<file path="config.mk">
export PLATFORM = sky130hd
export DESIGN_NAME = gaze_smoothed_zoom_crop_top_flat
export DESIGN_NICKNAME = d
export VERILOG_FILES = /design/src/design/gszc_pkg.sv /design/src/design/gszc_gaze_if.sv /design/src/design/gszc_result_if.sv /design/src/design/gszc_cfg_if.sv /design/src/design/gaze_smoothed_zoom_crop_top.sv /design/src/flat_wrapper.sv
export VERILOG_INCLUDE_DIRS = /design/src /design/src/design
export SDC_FILE = /design/constraint.sdc
export NUM_CORES = 2
export LEC_CHECK = 0
export BUFFER_PORTS_ARGS = -buffer_cell sky130_fd_sc_hd__buf_2
export CAP_MARGIN = 10
export CORE_MARGIN = 5
export CORE_UTILIZATION = 70
export DETAILED_ROUTE_END_ITERATION = 16
export HOLD_SLACK_MARGIN = 0.08
export PLACE_DENSITY = 0.88
export SLEW_MARGIN = 20
export SYNTH_ARGS = -nofsm -noshare
export SYNTH_HDL_FRONTEND = slang
export SYNTH_SLANG_ARGS = --single-unit
</file>
<file path="constraint.sdc">
create_clock -name clk -period 31 [get_ports clk]
set_input_delay 1.55 -clock clk [delete_from_list [all_inputs] [get_ports clk]]
set_output_delay 1.55 -clock clk [all_outputs]
set_load 0.005 [all_outputs]
</file>
<file path="src/design/gaze_smoothed_zoom_crop_top_macros.svh">
// assertion helpers for the zoom crop block
`ifndef GAZE_SMOOTHED_ZOOM_CROP_TOP_MACROS_SVH
`define GAZE_SMOOTHED_ZOOM_CROP_TOP_MACROS_SVH

// same-cycle implication, disabled while reset is asserted
`define GSZC_ASSERT_NOW(lbl, clk, rst_n, ante, cons, msg) \
	lbl: assert property (@(posedge clk) disable iff (!rst_n) (ante) |-> (cons)) \
		else $error(msg);

// next-cycle implication, disabled while reset is asserted
`define GSZC_ASSERT_NEXT(lbl, clk, rst_n, ante, cons, msg) \
	lbl: assert property (@(posedge clk) disable iff (!rst_n) (ante) |=> (cons)) \
		else $error(msg);

`endif

</file>
<file path="src/design/gszc_pkg.sv">
`default_nettype none
package gszc_pkg;

	localparam int WINDOW_LEN = 10;

	localparam int GAZE_W   = 13;
	localparam int CROP_W   = 12;
	localparam int CORNER_W = 14;
	localparam int CFG_IDX_W = 4;

	// running window sum and the divide-by-length reciprocal
	localparam int SUM_W    = GAZE_W + $clog2(WINDOW_LEN);
	localparam int FILL_W   = $clog2(WINDOW_LEN + 1);
	localparam int DIV_K    = SUM_W + $clog2(WINDOW_LEN);
	localparam longint AVG_RECIP = ((longint'(1) << DIV_K) + WINDOW_LEN - 1) / WINDOW_LEN;
	localparam int RECIP_W  = DIV_K - $clog2(WINDOW_LEN) + 1;
	localparam int PROD_W   = SUM_W + RECIP_W;

	// crop size arithmetic
	localparam int MOVE_SPAN = 100;
	localparam int CROP_MAX  = (1 << CROP_W) - 1;
	localparam int MOVE_W    = GAZE_W + 1;
	localparam int NUM_W     = MOVE_W + CROP_W + 3;
	localparam int SAT_N     = (CROP_MAX + 1) * MOVE_SPAN;
	localparam int CLIP_W    = $clog2(SAT_N);
	localparam int SPAN_K    = CLIP_W + $clog2(MOVE_SPAN);
	localparam longint SPAN_RECIP = ((longint'(1) << SPAN_K) + MOVE_SPAN - 1) / MOVE_SPAN;
	localparam int SPAN_RECIP_W = SPAN_K - $clog2(MOVE_SPAN) + 1;
	localparam int SPROD_W   = CLIP_W + SPAN_RECIP_W;

	localparam int MIN_CROP_W_RST = 320;
	localparam int MAX_CROP_W_RST = 640;
	localparam int MIN_CROP_H_RST = 180;
	localparam int MAX_CROP_H_RST = 360;

	typedef enum logic [CFG_IDX_W-1:0] {
		CFG_MIN_CROP_WIDTH  = 4'd0,
		CFG_MAX_CROP_WIDTH  = 4'd1,
		CFG_MIN_CROP_HEIGHT = 4'd2,
		CFG_MAX_CROP_HEIGHT = 4'd3
	} cfg_reg_t;

endpackage
`default_nettype wire

</file>
<file path="src/design/gszc_gaze_if.sv">
`default_nettype none
interface gszc_gaze_if;
	logic                                    valid;
	logic                                    ready;
	logic signed [gszc_pkg::GAZE_W-1:0]      gaze_x;
	logic signed [gszc_pkg::GAZE_W-1:0]      gaze_y;

	modport source (output valid, gaze_x, gaze_y, input ready);
	modport sink   (input valid, gaze_x, gaze_y, output ready);
endinterface
`default_nettype wire

</file>
<file path="src/design/gszc_result_if.sv">
`default_nettype none
interface gszc_result_if;
	logic                                    valid;
	logic                                    ready;
	logic signed [gszc_pkg::GAZE_W-1:0]      center_x;
	logic signed [gszc_pkg::GAZE_W-1:0]      center_y;
	logic        [gszc_pkg::CROP_W-1:0]      crop_width;
	logic        [gszc_pkg::CROP_W-1:0]      crop_height;
	logic signed [gszc_pkg::CORNER_W-1:0]    corner_x;
	logic signed [gszc_pkg::CORNER_W-1:0]    corner_y;

	modport source (output valid, center_x, center_y, crop_width, crop_height,
		corner_x, corner_y, input ready);
	modport sink   (input valid, center_x, center_y, crop_width, crop_height,
		corner_x, corner_y, output ready);
endinterface
`default_nettype wire

</file>
<file path="src/design/gszc_cfg_if.sv">
`default_nettype none
interface gszc_cfg_if;
	logic                                    valid;
	logic                                    ready;
	logic [gszc_pkg::CFG_IDX_W-1:0]          index;
	logic [gszc_pkg::CROP_W-1:0]             data;

	modport source (output valid, index, data, input ready);
	modport sink   (input valid, index, data, output ready);
endinterface
`default_nettype wire

</file>
<file path="src/design/gaze_smoothed_zoom_crop_top.sv">
// six pipeline stages, s1 to s6, each with its own valid and stall; s6 is the output
// register; throughput: one sample per cycle unless all stages are full and the output
// is held, and bubbles close up while the output is held
// the first window-length-minus-one samples after reset give no result
// reset (arst_n, asynchronous) clears the fill count, window sums, previous centre and
// stage valids, and loads the crop size registers with their default values
`default_nettype none
`include "gaze_smoothed_zoom_crop_top_macros.svh"
module gaze_smoothed_zoom_crop_top (
	input  wire logic         clk,
	input  wire logic         arst_n,
	gszc_gaze_if.sink         gaze,
	gszc_cfg_if.sink          cfg,
	gszc_result_if.source     result
);

	localparam int GW  = gszc_pkg::GAZE_W;
	localparam int SW  = gszc_pkg::SUM_W;
	localparam int CW  = gszc_pkg::CROP_W;
	localparam int NW  = gszc_pkg::NUM_W;
	localparam int MW  = gszc_pkg::MOVE_W;
	localparam int KW  = gszc_pkg::CORNER_W;
	localparam int LEN = gszc_pkg::WINDOW_LEN;

	// truncating average: magnitude times reciprocal, sign put back after
	function automatic logic signed [GW-1:0] avg_of(input logic signed [SW-1:0] s);
		logic [SW-1:0]                     mag;
		logic [gszc_pkg::PROD_W-1:0]       prod;
		logic [GW-1:0]                     q;
		mag  = s[SW-1] ? SW'(-s) : SW'(s);
		prod = gszc_pkg::PROD_W'(mag) * gszc_pkg::PROD_W'(gszc_pkg::AVG_RECIP);
		q    = prod[gszc_pkg::DIV_K +: GW];
		return s[SW-1] ? $signed(-q) : $signed(q);
	endfunction

	function automatic logic [GW-1:0] abs_diff(input logic signed [GW-1:0] a,
		input logic signed [GW-1:0] b);
		logic signed [GW:0] d;
		d = $signed({a[GW-1], a}) - $signed({b[GW-1], b});
		return d[GW] ? GW'(-d) : GW'(d);
	endfunction

	// numerator of the crop line: move * (min - max) + span * max
	function automatic logic signed [NW-1:0] crop_num(input logic [MW-1:0] mv,
		input logic [CW-1:0] mn, input logic [CW-1:0] mx);
		logic signed [CW:0]   df;
		logic signed [NW-1:0] mv_e, df_e, base;
		df   = $signed({1'b0, mn}) - $signed({1'b0, mx});
		mv_e = $signed(NW'(mv));
		df_e = NW'(df);
		base = $signed(NW'(mx)) * $signed(NW'(gszc_pkg::MOVE_SPAN));
		return mv_e * df_e + base;
	endfunction

	// floor at zero, saturate, else divide by the span via reciprocal
	function automatic logic [CW-1:0] crop_size(input logic signed [NW-1:0] n);
		logic                           sat;
		logic [gszc_pkg::SPROD_W-1:0]   prod;
		sat  = n >= $signed(NW'(gszc_pkg::SAT_N));
		prod = gszc_pkg::SPROD_W'(n[gszc_pkg::CLIP_W-1:0])
			* gszc_pkg::SPROD_W'(gszc_pkg::SPAN_RECIP);
		if (n[NW-1])
			return '0;
		else if (sat)
			return CW'(gszc_pkg::CROP_MAX);
		else
			return prod[gszc_pkg::SPAN_K +: CW];
	endfunction

	// configuration
	logic [CW-1:0] min_w_q, max_w_q, min_h_q, max_h_q;

	assign cfg.ready = 1'b1;

	always_ff @(posedge clk or negedge arst_n) begin
		if (!arst_n) begin
			min_w_q <= CW'(gszc_pkg::MIN_CROP_W_RST);
			max_w_q <= CW'(gszc_pkg::MAX_CROP_W_RST);
			min_h_q <= CW'(gszc_pkg::MIN_CROP_H_RST);
			max_h_q <= CW'(gszc_pkg::MAX_CROP_H_RST);
		end else if (cfg.valid) begin
			unique case (gszc_pkg::cfg_reg_t'(cfg.index))
				gszc_pkg::CFG_MIN_CROP_WIDTH:  min_w_q <= cfg.data;
				gszc_pkg::CFG_MAX_CROP_WIDTH:  max_w_q <= cfg.data;
				gszc_pkg::CFG_MIN_CROP_HEIGHT: min_h_q <= cfg.data;
				gszc_pkg::CFG_MAX_CROP_HEIGHT: max_h_q <= cfg.data;
				default: ;
			endcase
		end
	end

	// stage valids and per-stage stall chain
	logic v_s1, v_s2, v_s3, v_s4, v_s5, v_s6;
	logic rdy_s1, rdy_s2, rdy_s3, rdy_s4, rdy_s5, rdy_s6;

	assign rdy_s6 = !v_s6 || result.ready;
	assign rdy_s5 = !v_s5 || rdy_s6;
	assign rdy_s4 = !v_s4 || rdy_s5;
	assign rdy_s3 = !v_s3 || rdy_s4;
	assign rdy_s2 = !v_s2 || rdy_s3;
	assign rdy_s1 = !v_s1 || rdy_s2;

	assign gaze.ready = rdy_s1;

	logic acc;
	assign acc = gaze.valid && rdy_s1;

	// sample window and running sums
	logic signed [GW-1:0]           win_x_q [LEN];
	logic signed [GW-1:0]           win_y_q [LEN];
	logic signed [SW-1:0]           sum_x_q, sum_y_q;
	logic [gszc_pkg::FILL_W-1:0]    fill_q;
	logic                           full, drop_old;
	logic signed [GW-1:0]           old_x, old_y;
	logic signed [SW-1:0]           sum_x_nxt, sum_y_nxt;

	// the oldest entry only counts once the window really holds a full set
	assign drop_old  = fill_q == gszc_pkg::FILL_W'(LEN);
	assign full      = fill_q >= gszc_pkg::FILL_W'(LEN - 1);
	assign old_x     = drop_old ? win_x_q[0] : '0;
	assign old_y     = drop_old ? win_y_q[0] : '0;
	assign sum_x_nxt = sum_x_q - SW'(old_x) + SW'(gaze.gaze_x);
	assign sum_y_nxt = sum_y_q - SW'(old_y) + SW'(gaze.gaze_y);

	always_ff @(posedge clk) begin
		if (acc) begin
			for (int i = 0; i < LEN - 1; i++) begin
				win_x_q[i] <= win_x_q[i + 1];
				win_y_q[i] <= win_y_q[i + 1];
			end
			win_x_q[LEN - 1] <= gaze.gaze_x;
			win_y_q[LEN - 1] <= gaze.gaze_y;
		end
	end

	always_ff @(posedge clk or negedge arst_n) begin
		if (!arst_n) begin
			sum_x_q <= '0;
			sum_y_q <= '0;
			fill_q  <= '0;
		end else if (acc) begin
			sum_x_q <= sum_x_nxt;
			sum_y_q <= sum_y_nxt;
			if (!drop_old)
				fill_q <= fill_q + 1'b1;
		end
	end

	// pipeline payload
	logic signed [SW-1:0]   sum_x_s1, sum_y_s1;
	logic signed [GW-1:0]   cx_s2, cy_s2, cx_s3, cy_s3, cx_s4, cy_s4, cx_s5, cy_s5;
	logic [MW-1:0]          move_s3;
	logic signed [NW-1:0]   num_w_s4, num_h_s4;
	logic [CW-1:0]          cw_s5, ch_s5;
	logic signed [GW-1:0]   prev_x_q, prev_y_q;

	always_ff @(posedge clk or negedge arst_n) begin
		if (!arst_n) begin
			v_s1     <= 1'b0;
			v_s2     <= 1'b0;
			v_s3     <= 1'b0;
			v_s4     <= 1'b0;
			v_s5     <= 1'b0;
			v_s6     <= 1'b0;
			prev_x_q <= '0;
			prev_y_q <= '0;
		end else begin
			if (rdy_s1) v_s1 <= acc && full;
			if (rdy_s2) v_s2 <= v_s1;
			if (rdy_s3) v_s3 <= v_s2;
			if (rdy_s4) v_s4 <= v_s3;
			if (rdy_s5) v_s5 <= v_s4;
			if (rdy_s6) v_s6 <= v_s5;
			// movement is measured against the last centre that went on to a result
			if (v_s2 && rdy_s3) begin
				prev_x_q <= cx_s2;
				prev_y_q <= cy_s2;
			end
		end
	end

	always_ff @(posedge clk) begin
		if (rdy_s1) begin
			sum_x_s1 <= sum_x_nxt;
			sum_y_s1 <= sum_y_nxt;
		end
		if (rdy_s2) begin
			cx_s2 <= avg_of(sum_x_s1);
			cy_s2 <= avg_of(sum_y_s1);
		end
		if (rdy_s3) begin
			cx_s3   <= cx_s2;
			cy_s3   <= cy_s2;
			move_s3 <= MW'(abs_diff(prev_x_q, cx_s2)) + MW'(abs_diff(prev_y_q, cy_s2));
		end
		if (rdy_s4) begin
			cx_s4    <= cx_s3;
			cy_s4    <= cy_s3;
			num_w_s4 <= crop_num(move_s3, min_w_q, max_w_q);
			num_h_s4 <= crop_num(move_s3, min_h_q, max_h_q);
		end
		if (rdy_s5) begin
			cx_s5 <= cx_s4;
			cy_s5 <= cy_s4;
			cw_s5 <= crop_size(num_w_s4);
			ch_s5 <= crop_size(num_h_s4);
		end
		if (rdy_s6) begin
			result.center_x    <= cx_s5;
			result.center_y    <= cy_s5;
			result.crop_width  <= cw_s5;
			result.crop_height <= ch_s5;
			result.corner_x    <= KW'(cx_s5) - $signed(KW'(cw_s5[CW-1:1]));
			result.corner_y    <= KW'(cy_s5) - $signed(KW'(ch_s5[CW-1:1]));
		end
	end

	assign result.valid = v_s6;

	`GSZC_ASSERT_NOW(a_no_early_result, clk, arst_n, result.valid,
		(fill_q >= gszc_pkg::FILL_W'(LEN - 1)), "result before window filled")
	`GSZC_ASSERT_NOW(a_corner_x, clk, arst_n, result.valid,
		(result.corner_x == (KW'(result.center_x) - $signed(KW'(result.crop_width[CW-1:1])))),
		"corner_x inconsistent with centre and width")
	`GSZC_ASSERT_NOW(a_stall_only_when_full, clk, arst_n, !gaze.ready,
		(v_s1 && v_s2 && v_s3 && v_s4 && v_s5 && v_s6 && !result.ready),
		"input held off with a bubble in the pipeline")

endmodule
`default_nettype wire

</file>
<file path="src/flat_wrapper.sv">
// flat-port wrapper written by rule: the top's interface ports become plain ports
module gaze_smoothed_zoom_crop_top_flat 
  (clk, arst_n, gaze_valid, gaze_gaze_x, gaze_gaze_y, gaze_ready, cfg_valid, cfg_index, cfg_data, cfg_ready, result_valid, result_center_x, result_center_y, result_crop_width, result_crop_height, result_corner_x, result_corner_y, result_ready);
  gszc_gaze_if gaze_i ();
  gszc_cfg_if cfg_i ();
  gszc_result_if result_i ();
  input  wire logic clk;
  input  wire logic arst_n;
  input wire logic [$bits(gaze_i.valid)-1:0] gaze_valid;
  input wire logic [$bits(gaze_i.gaze_x)-1:0] gaze_gaze_x;
  input wire logic [$bits(gaze_i.gaze_y)-1:0] gaze_gaze_y;
  output wire logic [$bits(gaze_i.ready)-1:0] gaze_ready;
  input wire logic [$bits(cfg_i.valid)-1:0] cfg_valid;
  input wire logic [$bits(cfg_i.index)-1:0] cfg_index;
  input wire logic [$bits(cfg_i.data)-1:0] cfg_data;
  output wire logic [$bits(cfg_i.ready)-1:0] cfg_ready;
  output wire logic [$bits(result_i.valid)-1:0] result_valid;
  output wire logic [$bits(result_i.center_x)-1:0] result_center_x;
  output wire logic [$bits(result_i.center_y)-1:0] result_center_y;
  output wire logic [$bits(result_i.crop_width)-1:0] result_crop_width;
  output wire logic [$bits(result_i.crop_height)-1:0] result_crop_height;
  output wire logic [$bits(result_i.corner_x)-1:0] result_corner_x;
  output wire logic [$bits(result_i.corner_y)-1:0] result_corner_y;
  input wire logic [$bits(result_i.ready)-1:0] result_ready;
  assign gaze_i.valid = gaze_valid;
  assign gaze_i.gaze_x = gaze_gaze_x;
  assign gaze_i.gaze_y = gaze_gaze_y;
  assign gaze_ready = gaze_i.ready;
  assign cfg_i.valid = cfg_valid;
  assign cfg_i.index = cfg_index;
  assign cfg_i.data = cfg_data;
  assign cfg_ready = cfg_i.ready;
  assign result_valid = result_i.valid;
  assign result_center_x = result_i.center_x;
  assign result_center_y = result_i.center_y;
  assign result_crop_width = result_i.crop_width;
  assign result_crop_height = result_i.crop_height;
  assign result_corner_x = result_i.corner_x;
  assign result_corner_y = result_i.corner_y;
  assign result_i.ready = result_ready;
  gaze_smoothed_zoom_crop_top u_core (.clk(clk), .arst_n(arst_n), .gaze(gaze_i), .cfg(cfg_i), .result(result_i));
endmodule
</file>
==> reports/summary.md <==
The run finished with clean final reports. The number of cells traversed by the worst register-to-register path was 36; the routed via count was 43,300. In the routed design, unresolved DRC markers number 0. The number of clock buffers added by TritonCTS is 74. In this run the cell area of the synthesized design comes to 66,500 um^2.

Entering global routing, the biggest net connects 137 pins. The number of nets in the finished design was 8,002. The number of antenna diodes in the final layout is 0. Relative to the synthesized area, the layout overhead comes to 7.18%.

The clock period could shrink to 9860 ps. Row generation in the floorplan step produced 113 rows. On the critical path, the stage with the largest delay is an instance of xnor2_1. At the later pin of the worst-skew pair, clock insertion delay measures 680 ps. The number of gates resized after cts was 0.

The first global-routing pass estimated 239 mm of wire. The final clock period utilization by the worst path is 0.318. The library cell occupying the most area in the post-synthesis netlist was edfxtp_1. Share of Yosys cell area claimed by the top area cell type: 0.258. After synthesis, the cell types taking the most area are edfxtp_1 26%, fa_1 22%, ha_1 19%. The die covers 101,000 um^2. The logs give 0 for the number of setup buffers added after CTS and 94,600 um^2 for the area of the core. The critical path in this run is classified as flop to flop. From left edge to right edge, the die measures 318 um.

The weighted congestion at the end of routability-driven global placement was 0.948. The floorplan step set the die height to 318 um. Yosys mapped a number of flops with a built-in enable equal to 572. In this run the mean area of a mapped cell was 11.0 um^2. After filler insertion, the fill cell instance count of the layout stands at 5,865. The max capacitance violation total was 0. Along the worst hold path, the cell count comes to 0. Yosys mapped the design onto 85 distinct sky130hd cell types.

Post-synthesis async set-or-reset flop share: 0.171. On the final layout, the worst clock skew is 37.2 ps. The detail route stage leaves a number of antenna-violating nets equal to 0. The first detailed-routing pass took 5 iterations.

Data on the critical path arrives at its endpoint at 10,280 ps. In this design, the stage delay of the slowest critical-path cell is 840 ps. The logs give 0.291 for the global-route usage over all layers and 2,714 for the number of violations reported at the end of detailed-routing iteration 0. The run gives 3 as the maximum count of clock buffers along a single path. The required time at the endpoint of the critical path is 31,420 ps, and the sum of net half-perimeters after detailed placement is 113 mm. Setup repair after global routing left no endpoint under its margin. For this design, the sink count on the clock tree is 690. Yosys instantiated no cell more often than inv_1. The tools report the initial cell density of the core as 0.703.

Sorting the synthesized cells by how often they occur yields 1,312 x inv_1, 1,033 x ha_1, 745 x fa_1. STA classifies the critical path startpoint as a flop. Of all nets on the critical path, the largest fanout is 14.

The tools report the relative slew slack as 0.204. The tools report the setup slack of the most critical reg-to-reg path as 21,140 ps. The number of storage elements in the synthesis netlist is 690, and the number of hold-repair buffers added at the cts stage is 0. The run gives 0 as the count of endpoints failing hold in the final timing report. The tightest min-delay check is of the flop to flop type. The fraction of layout cells with a size suffix above 1 is 0.0654, and the number of warning messages in the yosys log is 0.

For the pin with the worst max-slew slack, the measured transition is 1190 ps. For this run the aggregate overflow at the end of global routing stands at 0. The max-slew violation count is 0, and the aggregate negative setup slack is 0 ps.

For this design the top-level I/O count stands at 128. The port buffer count was 126. Derived from the worst setup path, the maximum achievable clock frequency is 0.101 GHz. The final number of setup-violating endpoints was 0. The clock root buffer was clkbuf_16. The run gives 0.303 as the sequential area share after synthesis. Dividing the detail-routed wire length by the instance count gives 19.3 um. The initial antenna violation count came out at 1. The most used flip-flop cell after synthesis was edfxtp_1. After clock tree synthesis, the clock-pin slew on the worst setup and hold paths is 70 ps. In the routed layout, each cell is associated on average with a via count of 5.77.

Total wire length: 145 mm. TritonCTS built the clock tree. In this run the number of H-tree levels came out at 3. The endpoint kind of the worst setup timing path is a flop.

The logs give 7,858 for the number of nets produced by synthesis and 47,300 for the number of global-route vias before repair. Counting stages on the worst path, the most repeated cell is fa_1. The run gives 6,033 as the synthesized netlist cell count.
==> logic make-up (layout without fill, tap and decap cells) <==
kind of cell / after synthesis / count (layout) / synth area share
adder cells (fa/ha/maj): 1778 / 1778 / 0.419
buffers and inverters: 1405 / 1610 / 0.0795
AND/OR/NAND/NOR: 1068 / 1068 / 0.0770
AO/OA/AOI/OAI: 707 / 707 / 0.0684
flip-flops: 690 / 690 / 0.303
XOR/XNOR: 325 / 325 / 0.0433
multiplexers: 59 / 59 / 0.00988
other: 1 / 1 / 0.0000564
==> routing by layer <==
metal | up-vias | wire (um) | share of wire | track usage
li1 | 19900 | - | - | -
met2 | 1557 | 72600 | 0.50 | 0.516
met4 | 0 | 6890 | 0.048 | 0.122
met5 | - | 0 | 0 | 0
met3 | 454 | 9110 | 0.063 | 0.0514
met1 | 21300 | 55900 | 0.39 | 0.355
==> worst paths after layout <==
check	startpoint	to
worst max-delay path	u_core.max_h_q[1]$_DFFE_PN0P_	u_core.num_h_s4[24]$_DFFE_PP_
worst min-delay path	u_core.win_x_q[3][8]$_DFFE_PP_	u_core.win_x_q[2][8]$_DFFE_PP_
worst max register to register	u_core.max_h_q[1]$_DFFE_PN0P_	u_core.num_h_s4[24]$_DFFE_PP_
worst min register to register	u_core.win_x_q[3][8]$_DFFE_PP_	u_core.win_x_q[2][8]$_DFFE_PP_
max in group asynchronous	arst_n	u_core.v_s5$_DFFE_PN0P_
min in group asynchronous	arst_n	u_core.sum_x_q[8]$_DFFE_PN0P_
==> sequential cells by signal, summed over array words and instances, names as in the netlist, 14 cells and up <==
name,flops
u_core.win_x_q,130
u_core.win_y_q,130
u_core.num_h_s4,29
u_core.num_w_s4,29
u_core.sum_x_q,17
u_core.sum_x_s1,17
u_core.sum_y_q,17
u_core.sum_y_s1,17
u_core.move_s3,14
u_core.result.corner_x,14
u_core.result.corner_y,14
==> metrics by stage <==
step | utilization | hold WS [ps] | instances | cell area [um^2] | setup slack, ps
after floorplan | - | 400 | 6033 | 66500 | 17630
after global placement | 0.725 | 401 | 7364 | 68600 | 21640
after detailed placement | 0.725 | 405 | 7364 | 68600 | 21260
after CTS | 0.752 | 412 | 7501 | 71200 | 21170
after global routing | 0.753 | 418 | 7503 | 71200 | 20310
final | 0.753 | 402 | 7503 | 71200 | 21140
==> area by class of cell <==
class	instances	area (um^2)	area share
clock buffers	94	1990	0.0279
clock inverters	43	572	0.00803
inverters	1312	4930	0.0693
flip-flops and latches	690	20100	0.283
well taps	1265	1580	0.0222
multi-input cells	3938	41100	0.577
repair buffers	161	911	0.0128
==> layout by cell type (no fill, tap or decap), drive strengths merged, types with 21 or more instances in the layout <==
cell and instances:
o31ai 22, inv 1322, edfxtp 572, fa 745
clkbuf 94, nand2b 58, o21ai 196, o21a 22
and2 117, a21oi 178, nor3 43, ha 1033
a21o 92, nor2 195, nand2 421, nand4 29
or3 21, xor2 97, a31oi 24, o21bai 22
mux2 53, dfrtp 106, xnor2 227, a21boi 35
clkinv 22, nand3 41, or2 27, nor2b 67
buf 161
==> critical path: cells and delay by family (launching register included) <==
kind	cells	cell delay, ps
buf+inv	4	220
flops	1	500
compound gates	13	3130
fa+ha+maj	9	3760
simple gates	7	980
xor+xnor	3	1010
Power is not shown: default switching activity piles up to over one toggle a cycle in this logic, so the estimate is an artifact.
